### src/hw/rtl/ubh_pkg.sv
`default_nettype none
package ubh_pkg;

  localparam int MAX_BINS = 256;
  localparam int BIN_W    = $clog2(MAX_BINS);
  localparam int NBIN_W   = 9;
  localparam int DATA_W   = 32;
  localparam int COUNT_W  = 32;
  // dividend of every division: value times bin count or bin index, plus rounding bias
  localparam int NUM_W    = DATA_W + BIN_W;
  localparam int DCNT_W   = $clog2(NUM_W + 1);
  localparam int QPTR_W   = 1;
  localparam int QDEPTH   = 2 ** QPTR_W;
  localparam int ADDR_W   = 4;

  typedef logic [1:0] reg_idx_t;
  localparam reg_idx_t REG_RANGE_LOW  = 2'd0;
  localparam reg_idx_t REG_RANGE_HIGH = 2'd1;
  localparam reg_idx_t REG_BINS       = 2'd2;

  localparam logic signed [DATA_W-1:0] RST_RANGE_LOW  = 32'sd0;
  localparam logic signed [DATA_W-1:0] RST_RANGE_HIGH = 32'sd65536;
  localparam logic [NBIN_W-1:0]        RST_BINS       = 9'd256;

  typedef struct packed {
    logic                     req_type;
    logic signed [DATA_W-1:0] sample_value;
    logic [BIN_W-1:0]         bin_select;
  } in_item_t;

  typedef struct packed {
    logic                     sample_counted;
    logic [BIN_W-1:0]         bin_number;
    logic [COUNT_W-1:0]       bin_tally;
    logic signed [DATA_W-1:0] bin_center;
    logic signed [DATA_W-1:0] bin_lower;
    logic signed [DATA_W-1:0] bin_upper;
    logic [COUNT_W-1:0]       total_samples;
  } out_item_t;

  typedef struct packed {
    logic signed [DATA_W-1:0] range_low;
    logic signed [DATA_W-1:0] range_high;
    logic [NBIN_W-1:0]        n;     // bins in use, clamped to 1..MAX_BINS
    logic [DATA_W-1:0]        span;  // high - low, zero for an empty range
  } cfg_view_t;

  typedef enum logic [1:0] {
    OP_MISS,
    OP_ADD,
    OP_READ
  } op_t;

  typedef struct packed {
    op_t               op;
    logic [DATA_W-1:0] delta;  // sample - range_low
    logic [BIN_W-1:0]  bin;    // clamped bin for a read
  } job_t;

  typedef struct packed {
    logic valid;
    job_t job;
  } push_t;

  typedef struct packed {
    logic empty;
    logic full;
    job_t head;
  } q_stat_t;

  typedef struct packed {
    logic              start;
    logic [NUM_W-1:0]  num;
    logic [DATA_W-1:0] den;
  } div_req_t;

  typedef struct packed {
    logic             done;
    logic [NUM_W-1:0] quo;
  } div_rsp_t;

  typedef enum logic [2:0] {
    ST_IDLE,
    ST_BIN,
    ST_LO_GO,
    ST_LO,
    ST_HI_GO,
    ST_HI,
    ST_EMIT
  } bstate_t;

endpackage
`default_nettype wire

### src/hw/rtl/ubh_front.sv
`default_nettype none
module ubh_front (
  input  logic               start,
  output logic               busy,
  input  ubh_pkg::in_item_t  in_item,
  input  ubh_pkg::cfg_view_t cfg,
  input  ubh_pkg::q_stat_t   q_stat,
  output ubh_pkg::push_t     push
);
  import ubh_pkg::*;

  logic in_range;

  // an empty range fails one of the two compares
  assign in_range = ($signed(in_item.sample_value) >= $signed(cfg.range_low)) &&
                    ($signed(in_item.sample_value) <  $signed(cfg.range_high));

  assign busy       = q_stat.full;
  assign push.valid = start & ~q_stat.full;

  always_comb begin
    if (in_item.req_type) begin
      push.job.op = OP_READ;
    end else if (in_range) begin
      push.job.op = OP_ADD;
    end else begin
      push.job.op = OP_MISS;
    end
    push.job.delta = DATA_W'(in_item.sample_value - cfg.range_low);
    push.job.bin   = (NBIN_W'(in_item.bin_select) >= cfg.n) ? BIN_W'(cfg.n - 1'b1)
                                                            : in_item.bin_select;
  end

endmodule
`default_nettype wire

### config.mk
export PLATFORM = sky130hd
export DESIGN_NAME = ubh_front
export DESIGN_NICKNAME = d
export VERILOG_FILES = /design/src/hw/rtl/ubh_pkg.sv /design/src/hw/rtl/ubh_front.sv
export SDC_FILE = /design/constraint.sdc
export NUM_CORES = 1
export LEC_CHECK = 0
export BUFFER_PORTS_ARGS = -buffer_cell sky130_fd_sc_hd__buf_2
export CAP_MARGIN = 10
export CORE_MARGIN = 2
export CORE_UTILIZATION = 35
export DETAILED_ROUTE_END_ITERATION = 10
export PLACE_DENSITY = 0.84
export SLEW_MARGIN = 20
export SYNTH_ARGS = -nofsm -noshare
export SYNTH_HDL_FRONTEND = slang
export SYNTH_SLANG_ARGS = --single-unit
### constraint.sdc
create_clock -name vclk -period 3.5
set_input_delay 0.7 -clock vclk [all_inputs]
set_output_delay 0.7 -clock vclk [all_outputs]
set_load 0.01 [all_outputs]
======== Yosys cells after proc, flatten, opt, wreduce, memory -nomap -nowiden ========
Index checks and enable logic that the tools add are counted.
storage, ports and cells
  bits in registers ....................... 0
  output and inout port bits .............. 44
  input bits .............................. 191
  logic and storage cells ................. 11
operators by class
  add/subtract/negate cells ............... 2
  magnitude comparators ................... 3
  reduce and logical (&&, ||, !) cells .... 1
  mux-type cells .......................... 3
  bitwise logic cells ..................... 2
operator list
  operator                                                             number
  32-bit greater-or-equal comparator                                   1
  32-bit less-than comparator                                          1
  32-bit subtractor                                                    1
  8-bit by 9-bit greater-or-equal comparator with 1-bit output         1
  8-bit two-way mux                                                    1
  8-bit by 1-bit subtractor with 8-bit output (second input constant)  1
  2-bit two-way mux                                                    1
  1-bit AND                                                            1
  1-bit logical AND                                                    1
  1-bit two-way mux                                                    1
  1-bit inverter                                                       1

======== Logic depth before layout (Yosys ltp) ========
  depth in word-level cells ............... 4
  gate-level depth with buffers ........... 11
  gate-level depth less buffers ........... 11

======== Worst setup path before layout ========
Ideal clock, no wire load.
  path kind ............................... input to output
  from .................................... input port in_item[8] (netlist bit)
  to ...................................... output port push[36] (netlist bit)
  setup slack ............................. -0.001 ns
  required time ........................... 2.800 ns
  arrival time ............................ 2.801 ns
  cell stages on the path ................. 11
  path buffers ............................ 0
  path through ............................ inv_1 > ha_1 > fa_1 > nor2b_4 > o311a_4 > o31ai_4 > o21ai_2 > a41oi_2 > nand2b_1 > a221o_1 > xor2_1
RTL lines
  item                RTL line        source
  start: declaration  ubh_front.sv:5  input ubh_pkg::in_item_t in_item,
  end: declaration    ubh_front.sv:8  output ubh_pkg::push_t push

==> summary by stage <==
Logic synthesis
The cell count after synthesis is between 400 and 500. The netlist area before placement is between 3000 and 4000 um^2. Yosys printed 0 warnings. Averaged over all synthesized cells, the footprint is a little over 7 um^2. Counting every net in the synthesized netlist gives 704. The count of different cell masters after synthesis is 55. The sequential-to-total area share from yosys stat is 0%.

Global routing
The first-pass GRT wire length is about 16,000 um. The total global routing overflow is 0. Entering global routing, the biggest net connects 10 pins.

The total global routing track utilization is around a fifth. The via count of the first global-routing pass is around 3,700. The number of antenna violations at the first check in global routing came to 0.

Place
Port buffering added 160 buffers. The area after detailed placement is ~4400 um^2. The worst setup timing slack at the placement stage is -389 ps.

Including well taps, the total number of placed cells is between 700 and 800. The routability congestion estimate is a little under 0.9. Once detailed placement completed, the half-perimeter wirelength came to 8590 um.

Finish
The most common library cell in the layout ignoring fill and taps is sky130_fd_sc_hd__buf_2. The number of antenna diodes in the final layout is 0. The design has 0 sequential cells. The clock buffer count in the final layout is 0. Cells fill 54.9% of the core in the end. In the layout the commonest cells are sky130_fd_sc_hd__buf_2, sky130_fd_sc_hd__inv_1, sky130_fd_sc_hd__ha_1, sky130_fd_sc_hd__buf_4, sky130_fd_sc_hd__a21oi_1. The finished layout holds ~770 standard cells, fillers aside. The signed area change from the synthesized netlist to the final layout is 53.2%. The count of fill cells added during filler insertion is 821. After routing the design area is around 4800 um^2.

The area of the multi-input gates is roughly 3000 um^2. The layout cell share with drive strength beyond 1 is ~43%. The net count of the finished layout is 925. Across the whole layout, storage elements account for 0 um^2.

Worst setup path
The sum of buffers and inverters on the critical path is 3. The maximum fanout count along the critical path is 4. The type of destination of the critical path is an output port.

The standard cell with the maximum stage delay on the critical path is sky130_fd_sc_hd__a221o_1. The worst endpoint required time is about 2800 ps. The family with the most delay on the worst path is compound AO/OA/AOI/OAI gates. The classification of the worst setup path is input pin to output port. Walking the worst path, the cells encountered are buf_6 > inv_4 > ha_4 > fa_2 > nor2b_4 > o311a_4 > o31ai_4 > o21ai_2 > a41oi_2 > nand2b_1 > a221o_1 > xor2_2 > buf_2.

The worst setup path is launched from an input pin. The data arrival at the endpoint of the critical path is a little under 3000 ps. The delay contributed by the slowest stage of the critical path is 340 ps.

Timing
The final count of pins violating max slew is 0. The final number of hold-violating endpoints was 0. Setup violations remaining at the end of the flow were counted as 6.

The final worst hold slack is 1610 ps. The relative slew slack is 74.7%. The routed design could run at a clock period as short as 3640 ps. Timing would allow up to approximately 0.27 GHz. After routing, the total negative slack on setup checks comes to -511 ps. After layout, the worst setup slack is -142 ps. The share of the clock period used by the worst path after layout is 104%. Setup repair after global routing could not meet its margin everywhere. The transition at the pin with the smallest max-transition slack is between 300 and 400 ps.

Run
The number of maximum-capacitance constraint violations is 0.

Detailed routing
In this run the remaining antenna-violating nets after routing total 0. The count of TritonRoute iterations in the first routing pass is 4. The mean routed wirelength per cell is around 13 um. The final route contains just under 4,000 vias.

Using the TritonRoute via totals, the vias-per-cell ratio works out to 5.07. The final wirelength is 10,000 um. For this block, the initial DRC count from the detailed router was ~140. The number of remaining DRC errors is 0.

Floorplan
The overall die width is around 100 um. The die covers ~9700 um^2. Once the floorplan was initialized, standard cells occupied a little over a third of the core. The vertical die dimension is between 90 and 100 um. The boundary pin count is between 200 and 250. The total area inside the core boundary comes to slightly below 9000 um^2. The number of placement rows is 34.

Power
Summed over all cells, the static leakage comes to roughly 2.8 nW. VDD sags by at most 0.0000933 V. The final total power is 839 uW. Dividing total power by cell area gives a power density of 176 nW/um^2.

Worst hold path
In this run the worst hold path is classified as input pin to output port.

Run status
The final reports fail on negative setup slack. The flow ran to the end, but the final reports show violations.
-- cell usage after synthesis, drive strengths merged (5+ instances only) --
master   n  area [um^2]
ha      72          901
nor3     8         40.0
nand2b   7         43.8
o21ai   24          124
mux2     6         67.6
o31ai    6         72.6
nor2b   12         82.6
a31oi    7         43.8
nor2    20         75.1
nand4    8         50.1
nand2   25         93.8
a21boi   5         37.5
buf      6         56.3
xor2    11         96.3
xnor2   20          175
a21o    20          151
inv     85          319
nand3   10         50.1
a21oi   38          194
-- per-layer routing --
| layer | up-vias | part of all wire [%] | global-route usage (%) |
|---|---|---|---|
| met5 | - | 0 | 0 |
| met4 | 0 | 3.0 | 3.90 |
| met3 | 22 | 4.9 | 1.22 |
| met2 | 133 | 49 | 35.7 |
| met1 | 1744 | 43 | 24.5 |
| li1 | 1987 | - | - |
-- what timing repair did --
item,CTS,global route
pin swaps,16,18
endpoints found under the hold margin,0,0
cloned,0,0
hold buffers,0,0
endpoints found under the setup margin,24,24
buffers inserted,6,3
resized for setup,24,46
-- path summary, 6_finish.rpt --
check / from / end / slack, ps / depth (start not counted)
worst min-delay path: in_item[40] / push[41] / 1610 / 2
worst max-delay path: in_item[8] / push[36] / -140 / 13
-- layout make-up --
type / instances / share of cell area [%]
Timing Repair Buffer: 226 / 28.0
Inverter: 85 / 6.75
Multi-Input combinational cell: 348 / 62.4
Tap cell: 108 / 2.84
-- where the power goes --
part	internal, mW	switching [mW]	leakage [nW]
sequential	0	0	0
combinational	0.417	0.422	2.75
clock	0	0	0
-- cells by family (layout without fill, tap and decap cells) --
group	Yosys count	count (layout)	synth area share, %
xor gates and xnor gates	31	31	8.73
AOI/OAI and AO/OA	127	127	28.2
muxes	8	8	2.82
buffers and inverters	92	311	12.2
adders and majority gates	73	73	29.6
and+or+nand+nor	109	109	18.4
(Power assumes the default switching activity.)
