<file path="src/hw/rtl/ubh_pkg.sv">
`default_nettype none
package ubh_pkg;

  localparam int MAX_BINS = 256;
  localparam int BIN_W    = $clog2(MAX_BINS);
  localparam int NBIN_W   = 9;
  localparam int DATA_W   = 32;
  localparam int COUNT_W  = 32;
  // dividend of every division: value times bin count or bin index, plus rounding bias
  localparam int NUM_W    = DATA_W + BIN_W;
  localparam int DCNT_W   = $clog2(NUM_W + 1);
  localparam int QPTR_W   = 1;
  localparam int QDEPTH   = 2 ** QPTR_W;
  localparam int ADDR_W   = 4;

  typedef logic [1:0] reg_idx_t;
  localparam reg_idx_t REG_RANGE_LOW  = 2'd0;
  localparam reg_idx_t REG_RANGE_HIGH = 2'd1;
  localparam reg_idx_t REG_BINS       = 2'd2;

  localparam logic signed [DATA_W-1:0] RST_RANGE_LOW  = 32'sd0;
  localparam logic signed [DATA_W-1:0] RST_RANGE_HIGH = 32'sd65536;
  localparam logic [NBIN_W-1:0]        RST_BINS       = 9'd256;

  typedef struct packed {
    logic                     req_type;
    logic signed [DATA_W-1:0] sample_value;
    logic [BIN_W-1:0]         bin_select;
  } in_item_t;

  typedef struct packed {
    logic                     sample_counted;
    logic [BIN_W-1:0]         bin_number;
    logic [COUNT_W-1:0]       bin_tally;
    logic signed [DATA_W-1:0] bin_center;
    logic signed [DATA_W-1:0] bin_lower;
    logic signed [DATA_W-1:0] bin_upper;
    logic [COUNT_W-1:0]       total_samples;
  } out_item_t;

  typedef struct packed {
    logic signed [DATA_W-1:0] range_low;
    logic signed [DATA_W-1:0] range_high;
    logic [NBIN_W-1:0]        n;     // bins in use, clamped to 1..MAX_BINS
    logic [DATA_W-1:0]        span;  // high - low, zero for an empty range
  } cfg_view_t;

  typedef enum logic [1:0] {
    OP_MISS,
    OP_ADD,
    OP_READ
  } op_t;

  typedef struct packed {
    op_t               op;
    logic [DATA_W-1:0] delta;  // sample - range_low
    logic [BIN_W-1:0]  bin;    // clamped bin for a read
  } job_t;

  typedef struct packed {
    logic valid;
    job_t job;
  } push_t;

  typedef struct packed {
    logic empty;
    logic full;
    job_t head;
  } q_stat_t;

  typedef struct packed {
    logic              start;
    logic [NUM_W-1:0]  num;
    logic [DATA_W-1:0] den;
  } div_req_t;

  typedef struct packed {
    logic             done;
    logic [NUM_W-1:0] quo;
  } div_rsp_t;

  typedef enum logic [2:0] {
    ST_IDLE,
    ST_BIN,
    ST_LO_GO,
    ST_LO,
    ST_HI_GO,
    ST_HI,
    ST_EMIT
  } bstate_t;

endpackage
`default_nettype wire

</file>
<file path="src/hw/rtl/ubh_regs.sv">
`default_nettype none
module ubh_regs (
  input  logic                       clk,
  input  logic                       rst_n,
  input  logic                       psel,
  input  logic                       penable,
  input  logic                       pwrite,
  input  logic [ubh_pkg::ADDR_W-1:0] paddr,
  input  logic [31:0]                pwdata,
  output logic [31:0]                prdata,
  output logic                       pready,
  output ubh_pkg::cfg_view_t         cfg
);
  import ubh_pkg::*;

  logic signed [DATA_W-1:0] low_r;
  logic signed [DATA_W-1:0] high_r;
  logic [NBIN_W-1:0]        bins_r;
  reg_idx_t                 idx;
  logic                     wr_en;

  assign idx    = paddr[ADDR_W-1:2];
  assign wr_en  = psel & penable & pwrite;
  assign pready = 1'b1;

  always_ff @(posedge clk) begin
    if (!rst_n) begin
      low_r  <= RST_RANGE_LOW;
      high_r <= RST_RANGE_HIGH;
      bins_r <= RST_BINS;
    end else if (wr_en) begin
      unique case (idx)
        REG_RANGE_LOW:  low_r  <= pwdata;
        REG_RANGE_HIGH: high_r <= pwdata;
        REG_BINS:       bins_r <= pwdata[NBIN_W-1:0];
        default: ;
      endcase
    end
  end

  always_comb begin
    unique case (idx)
      REG_RANGE_LOW:  prdata = low_r;
      REG_RANGE_HIGH: prdata = high_r;
      REG_BINS:       prdata = 32'(bins_r);
      default:        prdata = '0;
    endcase
  end

  always_comb begin
    cfg.range_low  = low_r;
    cfg.range_high = high_r;
    if (bins_r == '0) begin
      cfg.n = NBIN_W'(1);
    end else if (bins_r > NBIN_W'(MAX_BINS)) begin
      cfg.n = NBIN_W'(MAX_BINS);
    end else begin
      cfg.n = bins_r;
    end
    cfg.span = (high_r > low_r) ? DATA_W'(high_r - low_r) : '0;
  end

endmodule
`default_nettype wire

</file>
<file path="config.mk">
export PLATFORM = sky130hd
export DESIGN_NAME = ubh_regs
export DESIGN_NICKNAME = d
export VERILOG_FILES = /design/src/hw/rtl/ubh_pkg.sv /design/src/hw/rtl/ubh_regs.sv
export SDC_FILE = /design/constraint.sdc
export NUM_CORES = 1
export LEC_CHECK = 0
export BUFFER_PORTS_ARGS = -buffer_cell sky130_fd_sc_hd__buf_4
export CORE_ASPECT_RATIO = 0.6
export CORE_MARGIN = 2
export CORE_UTILIZATION = 26
export CTS_CLUSTER_DIAMETER = 30
export DETAILED_ROUTE_END_ITERATION = 10
export PLACE_DENSITY_LB_ADDON = 0.3
export SLEW_MARGIN = 30
export SYNTH_ARGS = -nofsm -noshare
export SYNTH_HDL_FRONTEND = slang
export SYNTH_SLANG_ARGS = --single-unit
</file>
<file path="constraint.sdc">
create_clock -name clk -period 4.55 [get_ports clk]
set_input_delay 0.455 -clock clk [delete_from_list [all_inputs] [get_ports clk]]
set_output_delay 0.455 -clock clk [all_outputs]
set_load 0.02 [all_outputs]
</file>
Word-level counts from Yosys, hierarchy flattened:

Index checks and enable logic that the tools add are counted.

* bits in registers: 73
* input port bits: 41
* output and inout bits: 138
* logic and storage cells: 19

* add/sub/neg operators: 1
* $lt $le $gt $ge: 2
* eq/ne operators: 2
* muxes and demuxes: 4
* bitwise operators: 2
* reduce and logical (&&, ||, !) cells: 5

Operator list (number)
* one-hot mux 32 bit (3 select lines): 1
* > comparator 32 bit: 1
* two-way mux 32 bit: 1
* subtractor 32 bit: 1
* two-way mux 9 bit: 2
* > comparator 9 bit (second input constant): 1
* logical NOT 9 bit: 1
* AND reduction 2 bit: 3
* AND 1 bit: 2
* == test 2 x 1 -> 1 bit (second input constant): 1
* == test 2 bit (second input constant): 1
* logical NOT 2 bit: 1

Logic depth before layout (Yosys ltp):

* depth after elaboration: 3
* gate-level depth with buffers: 14
* mapped depth without buffers: 13

Least setup slack after synthesis:

OpenSTA, ideal clock, no wires.

* path type: register -> output
* start point: register low_r[0]
* end point: output port cfg[29] in the netlist's numbering
* arrival: 2.957 ns
* data required time: 4.095 ns
* slack: 1.138 ns
* cell stages (with the launch flop): 14
* buffers on the path: 1
* cell sequence: dfxtp_1 > ha_1 > inv_1 > fa_1 > a211oi_2 > o21ai_2 > o211ai_2 > o211ai_2 > a211oi_2 > nor2_1 > a2111oi_4 > o22a_2 > buf_6 > nor3_1

RTL lines
* start, declared: line ubh_regs.sv:16 `logic signed [DATA_W-1:0] low_r;`
* start signal, assigned: line ubh_regs.sv:33 `REG_RANGE_LOW: low_r <= pwdata;`
* end, declared: line ubh_regs.sv:12 `output ubh_pkg::cfg_view_t cfg`

==> run metrics <==
antenna violation net count after detailed routing 0; die height 114.7 um; # clock sinks 73; period utilization 94.42%; most frequent cells in the layout buf_4 (180), nand2_1 (158), dfxtp_1 (73), nor2_1 (66), a21boi_0 (64); commonest non-fill, non-tap cell in the layout buf_4; crit end category primary output; Final Cell Area 0.007178 mm^2; Slowest-stage cell, CP fa_1; Residual DRC 0; Clock power frac 41.2%; RSZ-0062 raised after global routing no; P_sw 0.6095 mW; part of the power in registers 32.5%; switch share 30.11%; Comb power frac 26.3%; FFs w/ async S/R, synth 0%; Tot GR Track Use 17.18%; YS warnings 0; CP max stage delay 0.43 ns; CTS root buffer clkbuf_16; first-pass GRT wire length 28,750 um; Most used DFF post-synth dfxtp_1; share of post-route cells with drive strength above 1 24.28%; clk_lat worst skew 0.34 ns; clk_skew 0 ns; clock-pin slew on the worst setup and hold paths 0.06 ns; setup TNS 0 ns; Avg WL per Cell 16.59 um; Max Cap Violations 0; synthesized area 0.005314 mm^2; startpoint class of the critical path register; Core Area 0.02002 mm^2; Post-synth EDFFs 0; Clock Path Buffers 2; Initial Util 26.54%; Num CTS Buffers 9; Post-CTS Setup Repair Bufs 0; Total Nets Final 935; Area after DPL 0.006819 mm^2; Post-Synthesis Net Count 794; actual slew at the worst max-slew pin 0.7489 ns; fin. max-slew vios 0; io pins 179; P_leak 3.287 nW; Cells after Synth 720; Row Count 40; Post-Syn Area per Cell 7.380 um^2; crit-path cells ha_1, inv_1, fa_1, a211oi_2, o21ai_2, o211ai_2, o211ai_2, a211oi_2, nor2_1, a2111oi_4, o22a_4, buf_12, nor2_1, buf_4; hold buffers post-CTS 0; worst path arrival time 3.84 ns; final worst slack 0.2540 ns; Netlist cell types 52; DP HPWL 14,090 um; vias in the first global route 5,029; Hold Vio Cnt, Final 0; min cycle time layout 4.296 ns; die area 0.02163 mm^2; GPL Wtd Cong 0.8872; total wire length 18,880 um; Horiz. Die Dim 188.6 um; register area share after synthesis 27.50%; global route overflow 0; Pwr Density 282.0 mW/mm^2; CTS tree done; Place WS 0.5446 ns; Highest Clock Rate 0.2328 GHz; # H-tree levels 3; final setup fails 0; initial antenna violation count 0; DR vias 5,370; DR pass1 iterations 4; fillers 2,191; max_slew headroom 49.62%; Total Power 2.024 mW; Vias/cell 4.719; initial drt markers 282; port buffer count 175; largest net degree at the start of global routing 74; worst vdd ir 0.1621 mV; crit path kind reg2out; Data required, critical path 4.09 ns; area grow syn2layout 35.08%; type of the most critical hold path in2reg; Yosys reg bits 73; crit path max fanout 24; status finished, final reports clean; # diodes 0; Pint 1.415 mW
==> final timing paths <==
path,slack (ns),to,from,depth (start not counted)
min reg2reg,0.50,low_r[18]$_SDFFE_PN0P_,low_r[18]$_SDFFE_PN0P_,2
min,0.34,high_r[16]$_SDFFE_PN1P_,pwdata[16],3
max,0.25,cfg[15],low_r[0]$_SDFFE_PN0P_,14
max reg2reg,3.61,bins_r[8]$_SDFFE_PN1P_,bins_r[8]$_SDFFE_PN1P_,2
==> kinds of logic (layout without fill, tap and decap cells) <==
kind of cell | after synthesis | count (layout) | synth area share (%)
simple gates | 293 | 293 | 23.55
compound gates | 166 | 166 | 22.20
buf+inv | 87 | 232 | 6.758
flops | 73 | 73 | 27.50
mux | 41 | 41 | 7.723
fa+ha+maj | 33 | 33 | 7.911
xor+xnor | 26 | 26 | 4.285
other cells | 1 | 1 | 0.07057
==> power by group through the flow <==
stage	Combinational, mW	Clock [mW]	Sequential (mW)
after floorplan	0.321	0	0.677
after global placement	0.528	0	0.672
after detailed placement	0.530	0	0.672
after CTS	0.532	0.855	0.658
after global routing	0.577	0.878	0.659
final	0.532	0.835	0.658
==> sequential cells by signal (all words and copies together) (netlist names) <==
| register | flops |
|---|---|
| high_r | 32 |
| bins_r | 9 |
| low_r | 32 |
==> synth_stat cells (all sizes together), types with 2 or more instances <==
cell type / number / area, um^2
a211oi: 7 / 62.56
mux2i: 41 / 410.4
and3: 3 / 18.77
a2111oi: 2 / 36.29
o211ai: 2 / 25.02
nand2b: 3 / 18.77
inv: 36 / 135.1
o31ai: 4 / 30.03
o21ba: 2 / 20.02
ha: 32 / 400.4
xor2: 13 / 113.9
nor2: 66 / 247.7
nand2: 158 / 593.1
a21o: 22 / 165.2
nand3: 14 / 70.07
clkbuf: 40 / 150.1
a21oi: 23 / 115.1
o21ai: 26 / 133.9
xnor2: 13 / 113.9
buf: 11 / 73.82
nor4: 3 / 18.77
nand4: 10 / 62.56
dfxtp: 73 / 1461
nor3: 8 / 40.04
nor2b: 21 / 131.4
o21bai: 2 / 15.01
nor3b: 2 / 15.01
a21boi: 64 / 480.5
a31oi: 3 / 18.77
==> metal layers <==
layer / track usage [%] / wire, um
met1: 26.18 / 10250
met2: 22.79 / 6895
met3: 5.922 / 1575
met4: 3.385 / 156
met5: 0 / 0
==> timing repair <==
action	in CTS	in global routing
hold endpoints to repair	0	0
resized for setup	0	3
setup endpoints to repair	0	24
==> worst max-delay path: cells and delay by family (launching register included) <==
family	cells	cell delay (ns)
adders and majority gates	2	0.62
and+or+nand+nor	2	0.19
DFF	1	0.40
AOI/OAI and AO/OA	7	1.86
buffers and inverters	3	0.40
==> layout make-up <==
class	instances	area (um^2)	share of cell area, %
inverters	36	135.1	1.883
well taps	273	341.6	4.759
clock buffers	10	239.0	3.329
repair buffers	181	1371	19.10
clock inverters	5	103.9	1.447
multi-input cells	560	3526	49.12
flip-flops and latches	73	1461	20.36
==> per-stage QoR <==
| step | hold WS [ns] | utilization, % | cells |
|---|---|---|---|
| 2_1_floorplan | 0.5092 | - | 720 |
| 3_3_place_gp | 0.4878 | 34.03 | 1123 |
| 3_5_place_dp | 0.4984 | 34.06 | 1123 |
| 4_1_cts | 0.3235 | 35.78 | 1138 |
| 5_1_grt | 0.3499 | 35.86 | 1138 |
| 6_report | 0.3365 | 35.86 | 1138 |
No activity file was read; power rests on OpenSTA's default activity.
