`config.mk`:
```
export PLATFORM = sky130hd
export DESIGN_NAME = ubh_div
export DESIGN_NICKNAME = d
export VERILOG_FILES = /design/src/hw/rtl/ubh_pkg.sv /design/src/hw/rtl/ubh_div.sv
export SDC_FILE = /design/constraint.sdc
export NUM_CORES = 1
export LEC_CHECK = 0
export BUFFER_PORTS_ARGS = -buffer_cell sky130_fd_sc_hd__buf_4
export CORE_MARGIN = 2
export CORE_UTILIZATION = 51
export CTS_CLUSTER_DIAMETER = 200
export CTS_CLUSTER_SIZE = 24
export DETAILED_ROUTE_END_ITERATION = 10
export GPL_TIMING_DRIVEN = 0
export HOLD_SLACK_MARGIN = 0.05
export PLACE_DENSITY = 0.85
export SLEW_MARGIN = 20
export SYNTH_ARGS = -nofsm -noshare
export SYNTH_HDL_FRONTEND = slang
export SYNTH_SLANG_ARGS = --single-unit
```
`constraint.sdc`:
```
create_clock -name clk -period 3 [get_ports clk]
set_clock_uncertainty 0.15 [all_clocks]
set_input_delay 0.6 -clock clk [delete_from_list [all_inputs] [get_ports clk]]
set_output_delay 0.6 -clock clk [all_outputs]
set_load 0.05 [all_outputs]
```
`src/hw/rtl/ubh_pkg.sv`:
```
`default_nettype none
package ubh_pkg;

  localparam int MAX_BINS = 256;
  localparam int BIN_W    = $clog2(MAX_BINS);
  localparam int NBIN_W   = 9;
  localparam int DATA_W   = 32;
  localparam int COUNT_W  = 32;
  // dividend of every division: value times bin count or bin index, plus rounding bias
  localparam int NUM_W    = DATA_W + BIN_W;
  localparam int DCNT_W   = $clog2(NUM_W + 1);
  localparam int QPTR_W   = 1;
  localparam int QDEPTH   = 2 ** QPTR_W;
  localparam int ADDR_W   = 4;

  typedef logic [1:0] reg_idx_t;
  localparam reg_idx_t REG_RANGE_LOW  = 2'd0;
  localparam reg_idx_t REG_RANGE_HIGH = 2'd1;
  localparam reg_idx_t REG_BINS       = 2'd2;

  localparam logic signed [DATA_W-1:0] RST_RANGE_LOW  = 32'sd0;
  localparam logic signed [DATA_W-1:0] RST_RANGE_HIGH = 32'sd65536;
  localparam logic [NBIN_W-1:0]        RST_BINS       = 9'd256;

  typedef struct packed {
    logic                     req_type;
    logic signed [DATA_W-1:0] sample_value;
    logic [BIN_W-1:0]         bin_select;
  } in_item_t;

  typedef struct packed {
    logic                     sample_counted;
    logic [BIN_W-1:0]         bin_number;
    logic [COUNT_W-1:0]       bin_tally;
    logic signed [DATA_W-1:0] bin_center;
    logic signed [DATA_W-1:0] bin_lower;
    logic signed [DATA_W-1:0] bin_upper;
    logic [COUNT_W-1:0]       total_samples;
  } out_item_t;

  typedef struct packed {
    logic signed [DATA_W-1:0] range_low;
    logic signed [DATA_W-1:0] range_high;
    logic [NBIN_W-1:0]        n;     // bins in use, clamped to 1..MAX_BINS
    logic [DATA_W-1:0]        span;  // high - low, zero for an empty range
  } cfg_view_t;

  typedef enum logic [1:0] {
    OP_MISS,
    OP_ADD,
    OP_READ
  } op_t;

  typedef struct packed {
    op_t               op;
    logic [DATA_W-1:0] delta;  // sample - range_low
    logic [BIN_W-1:0]  bin;    // clamped bin for a read
  } job_t;

  typedef struct packed {
    logic valid;
    job_t job;
  } push_t;

  typedef struct packed {
    logic empty;
    logic full;
    job_t head;
  } q_stat_t;

  typedef struct packed {
    logic              start;
    logic [NUM_W-1:0]  num;
    logic [DATA_W-1:0] den;
  } div_req_t;

  typedef struct packed {
    logic             done;
    logic [NUM_W-1:0] quo;
  } div_rsp_t;

  typedef enum logic [2:0] {
    ST_IDLE,
    ST_BIN,
    ST_LO_GO,
    ST_LO,
    ST_HI_GO,
    ST_HI,
    ST_EMIT
  } bstate_t;

endpackage
`default_nettype wire

```
`src/hw/rtl/ubh_div.sv`:
```
`default_nettype none
module ubh_div (
  input  logic              clk,
  input  logic              rst_n,
  input  ubh_pkg::div_req_t req,
  output ubh_pkg::div_rsp_t rsp
);
  import ubh_pkg::*;

  // restoring divider, one quotient bit per cycle; dividend shifts out at the
  // top while quotient bits shift in at the bottom
  logic [NUM_W-1:0]  nq_r;
  logic [DATA_W-1:0] rem_r;
  logic [DATA_W-1:0] den_r;
  logic [DCNT_W-1:0] cnt_r;
  logic              run_r;
  logic              done_r;

  logic [DATA_W:0]   rem_sh;
  logic              ge;
  logic [DATA_W-1:0] rem_nxt;

  assign rem_sh  = {rem_r, nq_r[NUM_W-1]};
  assign ge      = rem_sh >= {1'b0, den_r};
  assign rem_nxt = ge ? DATA_W'(rem_sh - {1'b0, den_r}) : rem_sh[DATA_W-1:0];

  assign rsp.done = done_r;
  assign rsp.quo  = nq_r;

  always_ff @(posedge clk) begin
    if (!rst_n) begin
      run_r  <= 1'b0;
      done_r <= 1'b0;
      cnt_r  <= '0;
    end else begin
      done_r <= 1'b0;
      if (req.start) begin
        run_r <= 1'b1;
        cnt_r <= DCNT_W'(NUM_W);
      end else if (run_r) begin
        cnt_r <= cnt_r - 1'b1;
        if (cnt_r == DCNT_W'(1)) begin
          run_r  <= 1'b0;
          done_r <= 1'b1;
        end
      end
    end
  end

  always_ff @(posedge clk) begin
    if (req.start) begin
      nq_r  <= req.num;
      rem_r <= '0;
      den_r <= req.den;
    end else if (run_r) begin
      nq_r  <= {nq_r[NUM_W-2:0], ge};
      rem_r <= rem_nxt;
    end
  end

endmodule
`default_nettype wire

```
# [Word level (Yosys, flattened, before mapping)]
# Index checks and enable logic that the tools add are counted.
[word_totals] reg_bits=112 in_bits=75 output_inout_bits=41 elab_cells=25
[classes] n_addsub=2 n_lt_le_gt_ge=1 eq_ne=1 n_mux=9 bitwise_logic=2 reduce_logical=3
[ops] operator="two-way mux 40 bit" count=2
[ops] operator="greater-or-equal comparator 33 x 32 -> 1 bit" count=1
[ops] operator="two-way mux 32 bit" count=1
[ops] operator="subtractor 32 bit" count=1
[ops] operator="two-way mux 6 bit" count=2
[ops] operator="== test 6 x 1 -> 1 bit (second input constant)" count=1
[ops] operator="subtractor 6 x 1 -> 6 bit (second input constant)" count=1
[ops] operator="two-way mux 1 bit" count=4
[ops] operator="OR reduction 3 bit" count=1
[ops] operator="inverter 1 bit" count=2
[ops] operator="nonzero test 2 bit" count=1
[ops] operator="OR reduction 2 bit" count=1

# [Depth between registers and ports, before layout]
# Gate-level depths: netlist of the first run.
[depth] ltp_word=4 mapped_depth=13

# [Least setup slack after synthesis of the first run]
# OpenSTA, ideal clock, no wires.
[synth_path] kind="flip-flop to flip-flop" start="register nq_r[39]" end="register rem_r[30]" setup_time_ps=119 arrival_ps=2792 t_required_ps=2731 path_slack_ps=-60 stages_incl_launch_ff=13 path_buffers=0 synth_period_minus_slack_ps=3060 path_cell_list="edfxtp_1 -> inv_1 -> ha_1 -> fa_1 -> nor2b_4 -> o2111a_2 -> a2111oi_4 -> o211ai_2 -> o211ai_2 -> nor3_4 -> o221ai_1 -> mux2i_1 -> o221a_1"
[synth_via] elab_chain_cells=2 elab_cells_between_ends=3
[synth_lines] element="start, declared" line="ubh_div.sv:12" source="logic [NUM_W-1:0] nq_r;"
[synth_lines] element="start signal, assigned" line="ubh_div.sv:52" source="nq_r <= req.num;"
[synth_lines] element="start signal, assigned" line="ubh_div.sv:56" source="nq_r <= {nq_r[NUM_W-2:0], ge};"
[synth_lines] element="subtractor 32 bit or greater-or-equal comparator 33 x 32 -> 1 bit (tied branches)" line="ubh_div.sv:25, ubh_div.sv:24"
[synth_lines] element="two-way mux 32 bit *" line="ubh_div.sv:25" source="assign rem_nxt = ge ? DATA_W'(rem_sh - {1'b0, den_r}) : rem_sh[DATA_W-1:0];"
[synth_lines] element="end signal, assigned" line="ubh_div.sv:57" source="rem_r <= rem_nxt;"
[synth_lines] element="end, declared" line="ubh_div.sv:13" source="logic [DATA_W-1:0] rem_r;"
# Mark *: on every way between the ends. The rest lies on a longest branch, timed or not.
# A chain may end at the register's enable or synchronous reset.

# [Worst setup path after layout of the first run]
[layout_path] start="register den_r[26]" end="register rem_r[11]"
[layout_via] elab_chain_cells=2
[layout_lines] element="start, declared" line="ubh_div.sv:14" source="logic [DATA_W-1:0] den_r;"
[layout_lines] element="start signal, assigned" line="ubh_div.sv:54" source="den_r <= req.den;"
[layout_lines] element="greater-or-equal comparator 33 x 32 -> 1 bit" line="ubh_div.sv:24" source="assign ge = rem_sh >= {1'b0, den_r};"
[layout_lines] element="two-way mux 32 bit" line="ubh_div.sv:25"
# Every way passes these cells.

==> results of run 1 <==
## metal layers
layer	vias to the layer above	track usage, %	wire length (µm)	part of all wire (%)
li1	2455	-	-	-
met1	2506	30.75	6734	40
met2	262	43.06	8005	47
met3	45	8.698	1615	9.6
met4	0	10.20	520	3.1
met5	-	0	0	0
## path summary, 6_finish.rpt
| path | endpoint | slack (ns) | cells after the start |
|---|---|---|---|
| min reg2reg | rem_r[10]$_SDFFE_PP0P_ | 0.34 | 2 |
| max | rem_r[11]$_SDFFE_PP0P_ | -0.03 | 13 |
| max reg2reg | rem_r[11]$_SDFFE_PP0P_ | -0.03 | 13 |
| min | den_r[6]$_DFFE_PP_ | 0.26 | 1 |
## report_power, final
part	leakage [nW]	switching [W]	internal (W)
logic	2.13	0.000874	0.000584
clock network	0.135	0.000590	0.000577
registers	1.05	0.0000927	0.00180
total	3.31	0.00156	0.00296
## stage by stage
| stage | worst slack [ns] | hold WS (ns) | utilization [%] | TNS [ns] |
|---|---|---|---|---|
| floorplan | -0.02937 | 0.3077 | - | -0.08108 |
| global placement | -0.5909 | 0.3260 | 61.32 | -23.86 |
| detailed placement | -0.1412 | 0.3353 | 61.50 | -0.6245 |
| CTS | 0.01457 | 0.2506 | 64.25 | 0 |
| global route | -0.1334 | 0.2430 | 65.76 | -1.975 |
| finish | -0.02630 | 0.2579 | 65.76 | -0.07240 |
## worst max-delay path: stages (launching register included)
cell	delay [ns]
edfxtp_1	0.37
inv_1	0.07
ha_1	0.23
buf_6	0.12
buf_4	0.15
nand3_1	0.10
nor3_2	0.07
a31oi_1	0.23
o21ai_1	0.16
a211o_1	0.36
a41oi_4	0.34
buf_6	0.21
nand2_1	0.08
a311oi_2	0.27
## kinds of logic after synthesis
logic type,count (synthesis)
multiplexers,48
flip-flops,112
adder cells (fa/ha/maj),35
XOR/XNOR,29
AND/OR/NAND/NOR,156
buffers and inverters,72
AO/OA/AOI/OAI,147
## layout make-up
cell class	instances	area, µm²	share of cell area (%)
clock inverter	6	50.05	0.6310
sequential	112	2963	37.36
inverter	42	157.7	1.988
buffer	26	148.9	1.877
timing repair buffer	127	973.4	12.27
tap	168	210.2	2.650
multi-input combinational	415	3199	40.34
clock buffer	10	229.0	2.887
## flip-flops by register name, summed over array words and instances, names as in the netlist
register	flops
run_r	1
rem_r	32
cnt_r	6
den_r	32
nq_r	40
done_r	1
## Yosys cell counts (6+ instances only)
library cell	number	area [µm²]
nand4_1	8	50.05
inv_1	42	157.7
mux2i_1	7	70.07
a31oi_1	6	37.54
clkbuf_1	14	52.55
a21oi_1	44	220.2
edfxtp_1	72	2162
a311oi_1	10	87.58
a21o_1	10	75.07
a211oi_1	9	67.56
xnor2_1	19	166.4
buf_6	6	67.56
nor2_1	45	168.9
o21ai_0	15	75.07
o21bai_1	7	52.55
mux2_2	39	439.2
nand2b_1	7	43.79
dfxtp_1	40	800.8
o21a_1	6	45.04
xor2_1	10	87.58
nor3_1	11	55.05
nand2_1	58	217.7
ha_1	34	425.4
nand3_1	7	35.03
## what timing repair did
action | in CTS | in global routing
hold endpoints to repair | 0 | 0
gates cloned | 0 | 2
hold buffers | 0 | 0
setup endpoints to repair | 6 | 32
setup buffers | 5 | 4
resized for setup | 6 | 32
pin swaps | 4 | 7
==> impl_metrics.env, run 1 <==
export IMPL_outcome="finished, violations left"
export IMPL_violations="negative setup slack"
export IMPL_drive_gt1_share_pct=32.79
export IMPL_finalNetCount=843
export IMPL_die_w_um=115.3
export IMPL_max_clock_path_buffers=2
export IMPL_drv_slew=0
export IMPL_cts_max_level=3
export IMPL_grt_pass1_wl_um=26530
export IMPL_fill_cells=924
export IMPL_die_h_um=115.3
export IMPL_syn_avg_cell_area_um2=10.55
export IMPL_io_buffer_count=115
export IMPL_reg2reg_from="den_r[26]$_DFFE_PP_"
export IMPL_syn_inst=599
export IMPL_clkTransAtPathRegs_ns=0.08
export IMPL_grt_ovfl_total=0
export IMPL_yosysWarningCount=0
export IMPL_slew_headroom_pct=47.54
export IMPL_post_dp_cell_area_um2=7418
export IMPL_die_area_um2=13290
export IMPL_dp_hpwl_um=11970
export IMPL_drt_wl_total_um=16880
export IMPL_place_inst=883
export IMPL_maxCapViolations=0
export IMPL_finalPower_w=0.004519
export IMPL_cts_tree="built"
export IMPL_critical_path_class="flip-flop to flip-flop"
export IMPL_async_reset_ff_share_pct=0
export IMPL_critPathArrivalTime_ns=3.14
export IMPL_synth_edf_count=72
export IMPL_setup_viol=7
export IMPL_dr_first_iter_drc_count=437
export IMPL_syn_area_um2=6317
export IMPL_rows=40
export IMPL_core_um2=12060
export IMPL_seq_area_frac_synth_pct=46.90
export IMPL_worst_skew_pair_late_latency_ns=0.36
export IMPL_ir_drop_mv=0.3401
export IMPL_yosys_area_share_simple_pct=11.53
export IMPL_final_cell_mix="126 x buf_4, 72 x edfxtp_1, 57 x nand2_1"
export IMPL_dr_pass1_iters=8
export IMPL_end_kind="flip-flop"
export IMPL_finalWorstSetupSlack_ns=-0.02630
export IMPL_final_common_cell="buf_4"
export IMPL_min_from="req[6]"
export IMPL_synth_xor_area_share_pct=4.021
export IMPL_min_period_ns=3.026
export IMPL_ant_nets=0
export IMPL_crit_required_ns=3.12
export IMPL_synth_compound_area_share_pct=16.85
export IMPL_syn_num_nets=709
export IMPL_stdcell_count=906
export IMPL_grt_max_degree=35
export IMPL_min_path_type="input pin to flip-flop"
export IMPL_ys_ff_latch=112
export IMPL_fin_area_um2=7931
export IMPL_ys_flop_type="edfxtp_1"
export IMPL_cp_max_fo=10
export IMPL_insertedDiodeCount=0
export IMPL_rsz0062_at_grt="true"
export IMPL_worstSetupStartpointType="flip-flop"
export IMPL_pin_count=116
export IMPL_wl_per_cell_um=18.63
export IMPL_cp_startpoint="den_r[26]$_DFFE_PP_"
export IMPL_gp_congestion=0.9767
export IMPL_clock_sinks=112
export IMPL_remaining_drc_errors=0
export IMPL_initial_core_util_pct=52.38
export IMPL_root_buffer="clkbuf_16"
export IMPL_muxShareOfSynthArea_pct=8.477
export IMPL_finalCritPeriodShare_pct=100.9
export IMPL_synth_top_family_by_area="compound AO/OA/AOI/OAI gates"
export IMPL_worst_slew_pin_slew_ns=0.7869
export IMPL_area_growth_pct=25.55
export IMPL_pwr_density_cell_nw_per_um2=569.7
export IMPL_fmax_mhz=330.4
export IMPL_grt_antenna_before_repair=0
export IMPL_synth_adder_area_share_pct=7.051
export IMPL_p_leak_nw=3.315
export IMPL_numCtsBuffers=9
export IMPL_grt_usage_pct=25.78
export IMPL_routed_via_density=5.815
export IMPL_vias=5268
export IMPL_hold_viol_final=0
export IMPL_yosysUniqueCellTypes=63
export IMPL_grt_pass1_vias=5436
Power figures use the tool's default switching activity.
==> inputs of run 2 (changes only) <==
Settings changed: CORE_MARGIN 2 to 1.5, CORE_UTILIZATION 51 to 56, HOLD_SLACK_MARGIN 0.05 to unset, PLACE_DENSITY 0.85 to 0.88.
Clock period 3 ns to 2.85 ns, I/O delays scaled along.
==> run 2 against run 1 <==
Effect of this change:
- the flow still finishes with violations (negative setup slack)
- first-iteration DRC count rose by 3.7%
- cell count fell by 0.66%
- flip-flop and latch count did not move
- worst hold slack got worse by 0.037 ns
- register-to-register slack got worse by 0.18 ns
- cell area rose by 5.8%
- combinational power rose by 21%
- routed wire length rose by 13%
- via count rose by 7.3%
- sequential power rose by 6%
- global-route usage rose by 5.2 points
- worst setup slack got worse by 0.18 ns
- critical endpoint is now rem_r[2]$_SDFFE_PP0P_
==> impl_metrics.env, run 2 (synthesized netlist as in run 1, its figures left out) <==
export IMPL_finalCritPeriodShare_pct=107.2
export IMPL_fin_area_um2=8391
export IMPL_critPathTopFamily="compound AO/OA/AOI/OAI gates"
export IMPL_grt_ovfl_total=0
export IMPL_final_cell_mix="140 x buf_4, 72 x edfxtp_1, 49 x nand2_1"
export IMPL_cp_max_fo=7
export IMPL_max_stage_delay_ns=0.40
export IMPL_insertedDiodeCount=0
export IMPL_critPathSlowestCell="edfxtp_1"
export IMPL_clkTransAtPathRegs_ns=0.08
export IMPL_final_common_cell="buf_4"
export IMPL_hold_viol_final=0
export IMPL_initial_core_util_pct=57.77
export IMPL_setup_viol=33
export IMPL_cts_tree="built"
export IMPL_clock_sinks=112
export IMPL_ant_nets=0
export IMPL_crit_required_ns=2.92
export IMPL_grt_pass1_wl_um=27690
export IMPL_vias=5651
export IMPL_grt_usage_pct=30.97
export IMPL_numCtsBuffers=9
export IMPL_die_w_um=109.2
export IMPL_critical_path_class="flip-flop to flip-flop"
export IMPL_dr_first_iter_drc_count=453
export IMPL_outcome="finished, violations left"
export IMPL_grt_antenna_before_repair=0
export IMPL_p_leak_nw=3.482
export IMPL_ir_drop_mv=0.6158
export IMPL_die_area_um2=11930
export IMPL_slew_headroom_pct=45.93
export IMPL_gp_congestion=0.9624
export IMPL_min_path_type="input pin to flip-flop"
export IMPL_worst_slew_pin_slew_ns=0.8110
export IMPL_end_kind="flip-flop"
export IMPL_crit_top_cell="buf_6"
export IMPL_root_buffer="clkbuf_16"
export IMPL_die_h_um=109.2
export IMPL_grt_pass1_vias=5584
export IMPL_min_period_ns=3.054
export IMPL_violations="negative setup slack"
export IMPL_finalWorstSetupSlack_ns=-0.2041
export IMPL_biggestRegsByFlops="nq_r: 40 flops, den_r: 32 flops, rem_r: 32 flops"
export IMPL_finalPower_w=0.005126
export IMPL_critPathArrivalTime_ns=3.13
export IMPL_fmax_mhz=327.4
export IMPL_fill_cells=700
export IMPL_wl_per_cell_um=21.12
export IMPL_io_buffer_count=115
export IMPL_rows=38
export IMPL_maxCapViolations=0
export IMPL_routed_via_density=6.279
export IMPL_pwr_density_cell_nw_per_um2=610.9
export IMPL_largest_reg_flops=40
export IMPL_max_clock_path_buffers=2
export IMPL_multi_input_area_um2=3443
export IMPL_pin_count=116
export IMPL_dr_pass1_iters=5
export IMPL_remaining_drc_errors=0
export IMPL_seqCellArea_um2=2964
export IMPL_critPathBufInv=3
export IMPL_cts_max_level=3
export IMPL_hold_slack_ns=0.2206
export IMPL_drv_slew=0
export IMPL_top_register="nq_r"
export IMPL_grt_max_degree=35
export IMPL_drive_gt1_share_pct=40.39
export IMPL_worst_skew_pair_late_latency_ns=0.37
export IMPL_core_um2=10940
export IMPL_dp_hpwl_um=11970
export IMPL_path_cells="inv_2, ha_4, or2_4, and3_4, nor3_4, o21ai_2, a211o_1, buf_6, a41oi_4, buf_6, nor3_2, a21oi_1, a211oi_2"
export IMPL_rsz0062_at_grt="true"
export IMPL_post_dp_cell_area_um2=7383
export IMPL_drt_wl_total_um=19010
export IMPL_area_growth_pct=32.82
export IMPL_r2r_slack_ns=-0.20
export IMPL_finalNetCount=865
export IMPL_worstSetupStartpointType="flip-flop"
run 2: area by class of cell:
| type | instances | share of cell area (%) |
|---|---|---|
| inverter | 42 | 1.879 |
| timing repair buffer | 149 | 13.99 |
| clock inverter | 7 | 1.059 |
| multi-input combinational | 415 | 41.04 |
| tap | 140 | 2.088 |
| sequential | 112 | 35.33 |
| clock buffer | 9 | 2.684 |
| buffer | 26 | 1.939 |
run 2: final timing paths:
| kind | from | to | cells past startpoint |
|---|---|---|---|
| max | den_r[27]$_DFFE_PP_ | rem_r[2]$_SDFFE_PP0P_ | 13 |
| min | req[12] | den_r[12]$_DFFE_PP_ | 1 |
| max reg2reg | den_r[27]$_DFFE_PP_ | rem_r[2]$_SDFFE_PP0P_ | 13 |
| min reg2reg | rem_r[1]$_SDFFE_PP0P_ | rem_r[1]$_SDFFE_PP0P_ | 2 |
run 2: power by group:
part,switching (W),internal [W]
Clock,0.000648,0.000702
Combinational,0.00103,0.000738
Sequential,0.000107,0.00190
Total,0.00179,0.00334
run 2: timing repair:
| item | 4_1_cts | 5_1_grt |
|---|---|---|
| endpoints found under the setup margin | 32 | 35 |
| gates cloned | 2 | 1 |
| pin swaps | 21 | 42 |
| gates resized for setup | 24 | 78 |
| hold buffers | 0 | 0 |
| buffers inserted | 18 | 12 |
run 2: metal layers:
| metal | share of wire (%) | vias to the layer above | GRT usage [%] | routed length (µm) |
|---|---|---|---|---|
| met5 | 0 | - | 0 | 0 |
| met4 | 5.0 | 0 | 15.86 | 944 |
| met3 | 11 | 99 | 10.40 | 2127 |
| met2 | 49 | 380 | 52.37 | 9239 |
| met1 | 35 | 2673 | 34.70 | 6696 |
| li1 | - | 2499 | - | - |
run 2: metrics by stage:
| stage | std cells | utilization (%) | worst slack (ns) | setup TNS [ns] |
|---|---|---|---|---|
| after floorplan | 599 | - | -0.1794 | -0.5311 |
| after global placement | 854 | 67.31 | -0.6448 | -27.15 |
| after detailed placement | 855 | 67.52 | -0.2802 | -3.014 |
| after CTS | 889 | 72.78 | -0.08786 | -1.547 |
| after global routing | 900 | 76.73 | -0.2682 | -6.038 |
| final | 900 | 76.73 | -0.2041 | -3.700 |
run 2: worst register-to-register path, cell delays in order, from the launching register on:
cell	delay [ns]
edfxtp_1	0.40
inv_2	0.09
ha_4	0.21
or2_4	0.24
and3_4	0.18
nor3_4	0.21
o21ai_2	0.10
a211o_1	0.32
buf_6	0.15
a41oi_4	0.33
buf_6	0.23
nor3_2	0.07
a21oi_1	0.14
a211oi_2	0.09
